--- src/rtl/core/pd_pkg.sv ---
package pd_pkg;

  localparam int unsigned CODE_W = 16;
  localparam int unsigned QUEUE_DEPTH = 4;

  localparam logic [CODE_W-1:0] CH_PERCENT = 16'h0025;
  localparam logic [CODE_W-1:0] CH_0 = 16'h0030;
  localparam logic [CODE_W-1:0] CH_9 = 16'h0039;
  localparam logic [CODE_W-1:0] CH_LA = 16'h0061;
  localparam logic [CODE_W-1:0] CH_LF = 16'h0066;
  localparam logic [CODE_W-1:0] CH_UA = 16'h0041;
  localparam logic [CODE_W-1:0] CH_UF = 16'h0046;
  localparam logic [CODE_W-1:0] HEX_TEN = 16'd10;

  localparam logic [1:0] PH_IDLE = 2'd0;
  localparam logic [1:0] PH_PCT = 2'd1;
  localparam logic [1:0] PH_DIGIT = 2'd2;

  typedef struct packed {
    logic [CODE_W-1:0] char_code;
    logic end_of_text;
  } in_item_t;

  typedef struct packed {
    logic [CODE_W-1:0] out_code;
    logic is_end;
    logic last_of_run;
  } out_item_t;

  // One queued command covers all results of one item: an optional '%', an
  // optional held digit and an optional final character, in that order.
  typedef struct packed {
    logic emit_pct;
    logic emit_held;
    logic emit_fin;
    logic [CODE_W-1:0] held_code;
    logic [CODE_W-1:0] fin_code;
    logic fin_end;
  } cmd_t;

  function automatic logic is_hex(input logic [CODE_W-1:0] c);
    is_hex = ((c >= CH_0) && (c <= CH_9)) || ((c >= CH_LA) && (c <= CH_LF)) ||
             ((c >= CH_UA) && (c <= CH_UF));
  endfunction

  function automatic logic [3:0] hex_val(input logic [CODE_W-1:0] c);
    logic [CODE_W-1:0] v;
    v = '0;
    if ((c >= CH_0) && (c <= CH_9)) begin
      v = c - CH_0;
    end else if ((c >= CH_LA) && (c <= CH_LF)) begin
      v = c - CH_LA + HEX_TEN;
    end else if ((c >= CH_UA) && (c <= CH_UF)) begin
      v = c - CH_UA + HEX_TEN;
    end
    hex_val = v[3:0];
  endfunction

endpackage

--- src/rtl/core/pd_front.sv ---
module pd_front (
  input  logic            clk,
  input  logic            rst_n,
  input  logic            in_valid,
  output logic            in_stall,
  input  pd_pkg::in_item_t in_item,
  input  logic            q_full,
  output logic            q_push,
  output pd_pkg::cmd_t    q_cmd
);
  import pd_pkg::*;

  logic [1:0]        phase_r, phase_nxt;
  logic [CODE_W-1:0] held_r, held_nxt;
  logic              accept;
  logic              c_hex;
  logic              c_pct;
  cmd_t              cmd;

  assign in_stall = q_full;
  assign accept   = in_valid && !q_full;
  assign c_hex    = is_hex(in_item.char_code);
  assign c_pct    = (in_item.char_code == CH_PERCENT);

  always_comb begin
    cmd           = '0;
    cmd.held_code = held_r;
    cmd.fin_code  = in_item.char_code;
    phase_nxt     = phase_r;
    held_nxt      = held_r;
    if (in_item.end_of_text) begin
      cmd.emit_pct  = (phase_r == PH_PCT) || (phase_r == PH_DIGIT);
      cmd.emit_held = (phase_r == PH_DIGIT);
      cmd.emit_fin  = 1'b1;
      cmd.fin_code  = '0;
      cmd.fin_end   = 1'b1;
      phase_nxt     = PH_IDLE;
      held_nxt      = '0;
    end else begin
      case (phase_r)
        PH_PCT: begin
          if (c_hex) begin
            held_nxt  = in_item.char_code;
            phase_nxt = PH_DIGIT;
          end else begin
            cmd.emit_pct = 1'b1;
            cmd.emit_fin = !c_pct;
            phase_nxt    = c_pct ? PH_PCT : PH_IDLE;
          end
        end
        PH_DIGIT: begin
          if (c_hex) begin
            cmd.emit_fin = 1'b1;
            cmd.fin_code = {{(CODE_W-8){1'b0}}, hex_val(held_r), hex_val(in_item.char_code)};
            phase_nxt    = PH_IDLE;
          end else begin
            cmd.emit_pct  = 1'b1;
            cmd.emit_held = 1'b1;
            cmd.emit_fin  = !c_pct;
            phase_nxt     = c_pct ? PH_PCT : PH_IDLE;
          end
        end
        default: begin
          // The unused phase code behaves like idle.
          cmd.emit_fin = !c_pct;
          phase_nxt    = c_pct ? PH_PCT : PH_IDLE;
        end
      endcase
    end
  end

  assign q_push = accept && (cmd.emit_pct || cmd.emit_held || cmd.emit_fin);
  assign q_cmd  = cmd;

  always_ff @(posedge clk) begin
    if (!rst_n) begin
      phase_r <= PH_IDLE;
      held_r  <= '0;
    end else if (accept) begin
      phase_r <= phase_nxt;
      held_r  <= held_nxt;
    end
  end

endmodule

--- src/rtl/core/pd_queue.sv ---
module pd_queue #(
  parameter int unsigned DEPTH = pd_pkg::QUEUE_DEPTH
) (
  input  logic         clk,
  input  logic         rst_n,
  input  logic         push,
  input  pd_pkg::cmd_t push_cmd,
  output logic         full,
  input  logic         pop,
  output logic         empty,
  output pd_pkg::cmd_t head_cmd
);
  import pd_pkg::*;

  localparam int unsigned AW = (DEPTH > 1) ? $clog2(DEPTH) : 1;
  localparam int unsigned CW = $clog2(DEPTH + 1);
  localparam logic [AW-1:0] LAST_IDX = AW'(DEPTH - 1);
  localparam logic [CW-1:0] FULL_CNT = CW'(DEPTH);

  cmd_t          mem [DEPTH];
  logic [AW-1:0] wr_ptr_r, rd_ptr_r;
  logic [CW-1:0] count_r, count_nxt;

  assign full     = (count_r == FULL_CNT);
  assign empty    = (count_r == '0);
  assign head_cmd = mem[rd_ptr_r];

  always_comb begin
    count_nxt = count_r;
    if (push && !pop) begin
      count_nxt = count_r + CW'(1);
    end else if (pop && !push) begin
      count_nxt = count_r - CW'(1);
    end
  end

  always_ff @(posedge clk) begin
    if (push) begin
      mem[wr_ptr_r] <= push_cmd;
    end
  end

  always_ff @(posedge clk) begin
    if (!rst_n) begin
      wr_ptr_r <= '0;
      rd_ptr_r <= '0;
      count_r  <= '0;
    end else begin
      count_r <= count_nxt;
      if (push) begin
        wr_ptr_r <= (wr_ptr_r == LAST_IDX) ? '0 : wr_ptr_r + AW'(1);
      end
      if (pop) begin
        rd_ptr_r <= (rd_ptr_r == LAST_IDX) ? '0 : rd_ptr_r + AW'(1);
      end
    end
  end

endmodule

--- src/rtl/core/pd_back.sv ---
module pd_back (
  input  logic             clk,
  input  logic             rst_n,
  input  logic             q_empty,
  input  pd_pkg::cmd_t     head_cmd,
  output logic             q_pop,
  output logic             out_valid,
  input  logic             out_stall,
  output pd_pkg::out_item_t out_item
);
  import pd_pkg::*;

  logic [2:0] rem_r, rem_nxt;
  logic [2:0] live;
  logic [2:0] pick;
  logic [2:0] rest;
  logic       load;
  logic       emit;
  logic       out_valid_r;
  out_item_t  out_item_r, out_item_nxt;

  // Bit 2 is the '%', bit 1 the held digit, bit 0 the final character.
  assign live = {head_cmd.emit_pct, head_cmd.emit_held, head_cmd.emit_fin} & rem_r;
  assign pick = live[2] ? 3'b100 : (live[1] ? 3'b010 : 3'b001);
  assign rest = live & ~pick;
  assign load = !out_valid_r || !out_stall;
  assign emit = load && !q_empty;
  assign q_pop = emit && (rest == 3'b000);

  always_comb begin
    out_item_nxt.last_of_run = (rest == 3'b000);
    out_item_nxt.is_end      = 1'b0;
    if (pick[2]) begin
      out_item_nxt.out_code = CH_PERCENT;
    end else if (pick[1]) begin
      out_item_nxt.out_code = head_cmd.held_code;
    end else begin
      out_item_nxt.out_code = head_cmd.fin_code;
      out_item_nxt.is_end   = head_cmd.fin_end;
    end
    rem_nxt = q_pop ? 3'b111 : (rem_r & ~pick);
  end

  always_ff @(posedge clk) begin
    if (!rst_n) begin
      out_valid_r <= 1'b0;
      rem_r       <= 3'b111;
    end else begin
      if (load) begin
        out_valid_r <= !q_empty;
      end
      if (emit) begin
        rem_r <= rem_nxt;
      end
    end
  end

  always_ff @(posedge clk) begin
    if (emit) begin
      out_item_r <= out_item_nxt;
    end
  end

  assign out_valid = out_valid_r;
  assign out_item  = out_item_r;

endmodule

--- src/rtl/core/percent_escape_decoder.sv ---
// Streaming percent-escape decoder, one text character per input item.
// Input channel: in_valid / in_stall / in_item (char_code, end_of_text).
// Output channel: out_valid / out_stall / out_item (out_code, is_end,
// last_of_run). An item is taken on a clock edge with valid high and stall low.
// A front stage classifies each item against the escape phase and queues one
// command holding all of its results, if it has any; a back stage plays the
// command out one result per cycle, while out_stall is low, into a registered
// output. A result passes through the command queue and the output register.
// Throughput: one item per cycle while each item makes at most one result and
// out_stall stays low; an item that makes two or three results holds the back
// stage until all are out, and the command queue (QUEUE_DEPTH entries) absorbs
// such bursts. A '%' in idle or an escape's first digit makes no result and
// costs the back stage nothing. in_stall rises only when the queue is full.
// When out_stall is high the output register holds its item unchanged and the
// queue keeps filling until it is full. Synchronous reset (rst_n low) empties
// the queue, drops any pending output and returns the phase to idle.
module percent_escape_decoder #(
  parameter int unsigned QUEUE_DEPTH = pd_pkg::QUEUE_DEPTH
) (
  input  logic              clk,
  input  logic              rst_n,
  input  logic              in_valid,
  output logic              in_stall,
  input  pd_pkg::in_item_t  in_item,
  output logic              out_valid,
  input  logic              out_stall,
  output pd_pkg::out_item_t out_item
);
  import pd_pkg::*;

  logic q_full, q_empty, q_push, q_pop;
  cmd_t push_cmd, head_cmd;

  pd_front u_front (
    .clk      (clk),
    .rst_n    (rst_n),
    .in_valid (in_valid),
    .in_stall (in_stall),
    .in_item  (in_item),
    .q_full   (q_full),
    .q_push   (q_push),
    .q_cmd    (push_cmd)
  );

  pd_queue #(
    .DEPTH (QUEUE_DEPTH)
  ) u_queue (
    .clk      (clk),
    .rst_n    (rst_n),
    .push     (q_push),
    .push_cmd (push_cmd),
    .full     (q_full),
    .pop      (q_pop),
    .empty    (q_empty),
    .head_cmd (head_cmd)
  );

  pd_back u_back (
    .clk       (clk),
    .rst_n     (rst_n),
    .q_empty   (q_empty),
    .head_cmd  (head_cmd),
    .q_pop     (q_pop),
    .out_valid (out_valid),
    .out_stall (out_stall),
    .out_item  (out_item)
  );

endmodule

--- config.mk ---
export PLATFORM = sky130hd
export DESIGN_NAME = percent_escape_decoder
export DESIGN_NICKNAME = d
export VERILOG_FILES = /design/src/rtl/core/pd_pkg.sv /design/src/rtl/core/pd_front.sv /design/src/rtl/core/pd_queue.sv /design/src/rtl/core/pd_back.sv /design/src/rtl/core/percent_escape_decoder.sv
export SDC_FILE = /design/constraint.sdc
export NUM_CORES = 1
export LEC_CHECK = 0
export BUFFER_PORTS_ARGS = -buffer_cell sky130_fd_sc_hd__buf_2
export CORE_MARGIN = 2
export CORE_UTILIZATION = 47
export DETAILED_ROUTE_END_ITERATION = 10
export PLACE_DENSITY = 0.62
export SKIP_LAST_GASP = 1
export SYNTH_ARGS = -nofsm -noshare
export SYNTH_HDL_FRONTEND = slang
export SYNTH_HIERARCHICAL = 1
export SYNTH_SLANG_ARGS = --single-unit
--- constraint.sdc ---
create_clock -name clk -period 6.6 [get_ports clk]
set_clock_uncertainty 0.05 [all_clocks]
set_input_delay 0.99 -clock clk [delete_from_list [all_inputs] [get_ports clk]]
set_output_delay 0.99 -clock clk [all_outputs]
set_load 0.05 [all_outputs]
Word-level counts from Yosys, hierarchy flattened

Memories as Yosys holds them, arrays and structs flattened. A register that Yosys moved wholly into a read port is not among the register bits.
Index checks and enable logic that the tools add are counted.

$add $sub $neg: 14
$lt $le $gt $ge: 12
Equal/unequal tests: 6
Multiplexer cells: 38
Bitwise logic cells: 4
Reductions and logical operators: 32

Operators by type and width:

| operator            | number |
|---|---|
| $mux 16             | 7 |
| $ge 16x7->1 const B | 4 |
| $le 16x7->1 const B | 4 |
| $ge 16x6->1 const B | 2 |
| $le 16x6->1 const B | 2 |
| $mux 4              | 6 |
| $sub 4x1->4 const B | 6 |
| $mux 2              | 9 |
| $add 4x4->4 const B | 4 |
| $eq 16x6->1 const B | 1 |
| $mux 3              | 5 |
| $logic_and 1x1->1   | 12 |
| $and 3x3->3         | 3 |
| $mux 1              | 8 |
| $logic_not 1->1     | 7 |
| $eq 2x2->1 const B  | 3 |
| $logic_not 3->1     | 2 |
| $logic_or 1x1->1    | 6 |
| $reduce_bool 2->1   | 3 |
| $add 2x1->2 const B | 2 |
| $pmux 1 s2          | 2 |
| $pmux 2 s2          | 1 |
| $add 3x1->3 const B | 1 |
| $eq 3x3->1 const B  | 1 |
| 5 further kinds     | 5 |

Bits in registers: 47
Bits in writable memories: 144
Memories kept: 1

Memory list:

| name        | words | width | rd ports | clocked after memory_dff | wr ports | RTL line       | source |
|---|---|---|---|---|---|---|---|
| u_queue.mem | 4     | 36    | 1        | 1                        | 1        | pd_queue.sv:20 | `cmd_t mem [DEPTH];` |

Depth between registers and ports, before layout

Depth after elaboration: 14
Mapped depth: 14
Gate-level depth less buffers: 13

Hierarchy

Netlist, hierarchy kept.

Modules (own cells, without submodules):

| module   | instances | cells each | area an instance (µm²) |
|---|---|---|---|
| pd_queue | 1         | 232        | 5706.7 |
| pd_front | 1         | 180        | 1473.9 |
| pd_back  | 1         | 62         | 918.4 |

Least setup slack after synthesis

No wires, ideal clock.

Kind: input-to-reg
Start point: in in_item[2] (netlist bit)
End point: mem u_queue/mem[0][0] (netlist bit), enable pin
Arrival time: 3.446 ns
Data required time: 6.153 ns
Slack: 2.707 ns
Cell stages on the path: 8
Cell sequence: inv_1 ha_1 or3b_1 a31oi_1 or4b_4 nand4b_1 a21oi_1 and2_1

Word-level cells in the longest chain between the ends: 12

Ends and longest elaborated chain:

| item                                        | RTL line                       | source |
|---|---|---|
| start: declaration                          | percent_escape_decoder.sv:24   | `input pd_pkg::in_item_t in_item,` |
| $ge 16x6->1 (tied with other cells)         | pd_pkg.sv:42                   | `is_hex = ((c >= CH_0) && (c <= CH_9)) \|\| ((c >= CH_LA) && (c <= CH_LF)) \|\|` |
| $logic_and 1x1->1                           | pd_pkg.sv:42                   |  |
| $logic_or 1x1->1 (2 in series)              | pd_pkg.sv:42                   |  |
| $mux 2 / $mux 1 (equally long branches)     | pd_front.sv:52, pd_front.sv:42 |  |
| $pmux 1 s2 / $mux 1 (equally long branches) | pd_front.sv:40                 | `case (phase_r)` |
| $mux 3 (*)                                  | pd_front.sv:31                 | `if (in_item.end_of_text) begin` |
| $logic_or 1x1->1                            | pd_front.sv:72                 | `assign q_push = accept && (cmd.emit_pct \|\| cmd.emit_held \|\| cmd.emit_fin);` |
| $logic_or 1x1->1 (*)                        | pd_front.sv:72                 |  |
| $logic_and 1x1->1 (*)                       | pd_front.sv:72                 |  |
| net q_push                                  | percent_escape_decoder.sv:31   | `logic q_full, q_empty, q_push, q_pop;` |
| $mux 1 (*)                                  | pd_queue.sv:38                 | `if (push) begin` |
| $mux 1 (not written as such) (*)            | pd_queue.sv:39                 | `mem[wr_ptr_r] <= push_cmd;` |
| end: declaration                            | pd_queue.sv:20                 |  |

Mark *: on every way through the listed nets, which the timed path passes. The rest lies on a longest branch.

Worst setup path in the final report

Start point: in in_item[2] (netlist bit)
End point: reg u_queue.count_r[2]

Word-level cells in the longest chain between the ends: 13

Ends and longest elaborated chain:

| item                                        | RTL line                       | source |
|---|---|---|
| $ge 16x6->1 (tied with other cells)         | pd_pkg.sv:42                   |  |
| $logic_and 1x1->1                           | pd_pkg.sv:42                   |  |
| $logic_or 1x1->1 (2 in series)              | pd_pkg.sv:42                   |  |
| $mux 2 / $mux 1 (equally long branches)     | pd_front.sv:52, pd_front.sv:42 |  |
| $pmux 1 s2 / $mux 1 (equally long branches) | pd_front.sv:40                 |  |
| $mux 3 (*)                                  | pd_front.sv:31                 |  |
| $logic_or 1x1->1                            | pd_front.sv:72                 |  |
| $logic_or 1x1->1 (*)                        | pd_front.sv:72                 |  |
| $logic_and 1x1->1 (*)                       | pd_front.sv:72                 |  |
| net q_push                                  | percent_escape_decoder.sv:31   |  |
| $logic_not 1->1                             | pd_queue.sv:32                 | `end else if (pop && !push) begin` |
| $logic_and 1x1->1                           | pd_queue.sv:32                 |  |
| $reduce_bool 2->1 (no source line)          | --                             |  |
| end signal: assignment                      | pd_queue.sv:49                 | `count_r <= count_nxt;` |
| end: declaration                            | pd_queue.sv:22                 | `logic [CW-1:0] count_r, count_nxt;` |

Marked as above.
A chain may end at the register's enable or synchronous reset.

==> out/results.ini <==
[outcome]
status=finished clean

[worst_setup_path]
critPathMaxStageDelay_ps=460
required_ps=6890
cpLargestDelayFamily=simple AND/OR/NAND/NOR gates
path_cells=buf_2 > inv_1 > ha_1 > or3b_1 > a31oi_1 > or4b_4 > nand4b_1 > a21oi_1 > ha_1 > inv_1 > fa_1 > xor2_1 > or3_1 > a21boi_0
endpoint_kind=register
cp_num_buf_inv=3
crit_type=in -> reg
worst_path_max_delay_cell=a21oi_1
cp.arrival_ps=4300
cp-start-kind=input port
critical_path.max_fanout=7

[layout]
num-fill-cells=1323
drive_gt1_share_pct=24.3
area_delta_synth_final_pct=12.2
n_antenna_cell=0
final_util_pct=54.4
final_nets=554
fin_area_sq_um=9090

[global_route]
met1_usage_pct=24.5
antenna_found_initial=0
gr-usage-met3_pct=4.83
grt_use_met2_pct=29.2
grt_max_degree=37
grt_pass1_vias=4334
overflow=0
grt_usage_pct=18.3
grt.busiest_layer=met2
grt_pass1_wl_mm=24.3

[pwr]
total_power_uw=3690
p_leak_uw=0.00310
pwr_density_cell_nw_per_um2=406
ir_drop_mv=0.212

[timing]
hold_violations=0
final-max-slew-violation-count=0
finalSetupTns_ps=0
period_share_pct=60.8
relSlewSlack_pct=29.6
rsz0062_at_grt=no
worst_slew_pin_slew_ps=1060
setup_viol=0
period_needed_ps=4010
max_freq_ghz=0.249
finalWorstSetupSlack_ps=2590

[clock_tree]
clk_latency_ps=430
cts_resized=0
clock_sinks=193
cts_buffers=17
cts_root_buf=clkbuf_16
cts_tree=yes
postCtsHoldBufs=0
post_cts_buffers=0
clockBufferDepth=2
h-tree-depth=4
path_clk_slew_ps=70

[drt]
detail_route.wl_per_cell_um=20.7
drc=0
drt_first_pass_iters=5
drtIter0Drc=371
vias=4305
via_per_inst=5.74
drtAntennaViolNets=0
routed_wl_mm=15.5

[synth]
synth_common_cells=edfxtp_1, dfxtp_1, mux4_2, nand2_1, nor2_1
synthArstFlopShare_pct=0
yosysTopAreaCellShare_pct=60.1
syn_nets=511
syn_area_sq_um=8100
avgSynthCellArea_sq_um=17.1
synth_warnings=6
synth_edf_count=162
synth_most_common_cell=edfxtp_1
syn_inst=474
yosys-top-cells-area=edfxtp_1, mux4_2, dfxtp_1
synth_cell_types=70
synth_top_cell_by_area=edfxtp_1
yosys_most_used_dff=edfxtp_1
synth_seq_cells=193
seq_area_frac_synth_pct=67.7

[floorplan]
rows=47
chipHeight_um=135
die_x_um=135
dieArea_sq_um=18300
start_util_pct=48.5
core_area_sq_um=16700
ioPinCount=41

[placed_design]
dp_hpwl_mm=9.88
place_ws_ps=2180
port_buffers=40
dpl-instance-area_sq_um=8450
gp_congestion=0.872

[min_path]
min_path_type=reg -> reg

[job]
cap_viol_max_count=0

-- state kept, by name, summed over array words and instances, names as in the netlist, named ones only --
| register | cells |
|---|---|
| u_queue/mem | 144 |
| u_back/out_item | 18 |
| u_front/held_r | 16 |
| u_back/rem_r | 3 |
| u_queue/count_r | 3 |
| u_front/phase_r | 2 |
| u_queue/rd_ptr_r | 2 |
| u_queue/wr_ptr_r | 2 |
| u_back/out_valid | 1 |
-- power breakdown --
part	leakage, uW	internal [uW]	total [uW]	switching [uW]
Clock	0.000315	673	1100	432
Combinational	0.00102	364	974	610
Sequential	0.00177	1540	1610	73.5
Total	0.00310	2580	3690	1110
-- worst min-delay path: cells and delay by family (launching register included) --
family / cells / cell delay, ps
flops: 1 / 340
simple gates: 2 / 110
-- placed cells by master, fill, tap and decap left out, types with 6 or more instances in the layout --
| cell | instances |
|---|---|
| edfxtp_1 | 162 |
| buf_2 | 40 |
| dfxtp_1 | 30 |
| mux4_2 | 30 |
| nand2_1 | 26 |
| nor2_1 | 21 |
| clkbuf_16 | 17 |
| inv_1 | 16 |
| nor2b_1 | 15 |
| ha_1 | 15 |
| a22o_1 | 14 |
| o21ai_0 | 10 |
| o2111ai_1 | 8 |
| mux2i_1 | 7 |
| nand3_1 | 6 |
| nand2b_1 | 6 |
| mux4_1 | 6 |
-- kinds of logic (layout without fill, tap and decap cells) --
logic type | count (synthesis) | count (layout) | share of synthesized area, %
fa+ha+maj | 16 | 16 | 2.56
xor+xnor | 2 | 2 | 0.216
flops | 193 | 193 | 67.7
buf+inv | 36 | 92 | 2.80
simple gates | 111 | 111 | 7.91
compound gates | 69 | 69 | 7.03
mux | 47 | 47 | 11.8
-- layout make-up --
class                      count  area, sq um  share of cell area, %
timing repair buffer          44          230                   2.53
clock inverter                14          210                   2.31
multi-input combinational    245         2390                   26.4
sequential                   193         5490                   60.4
inverter                      16         60.1                  0.661
clock buffer                  18          429                   4.72
tap                          220          275                   3.03
-- stage by stage --
step	hold slack (ps)	instances
floorplan	388	474
global placement	410	718
detailed placement	432	718
CTS	444	750
global route	470	750
finish	437	750
-- metal layers --
layer / vias up / share of wire [%]
met2: 120 / 49
met3: 21 / 5.2
met1: 2195 / 44
met4: 0 / 1.6
met5: - / 0
li1: 1969 / -
-- final timing paths --
check | end | startpoint | cells past startpoint | slack, ps
setup / recovery | u_queue/count_r[2]$_SDFFE_PN0P_ | in_item[2] | 14 | 2590
hold / removal | u_front/held_r[12]$_SDFFE_PN0P_ | u_front/held_r[12]$_SDFFE_PN0P_ | 2 | 440
setup reg to reg | u_queue/count_r[2]$_SDFFE_PN0P_ | register | 12 | 3300
hold reg to reg | u_front/held_r[12]$_SDFFE_PN0P_ | u_front/held_r[12]$_SDFFE_PN0P_ | 2 | 440
(Power assumes the default switching activity.)
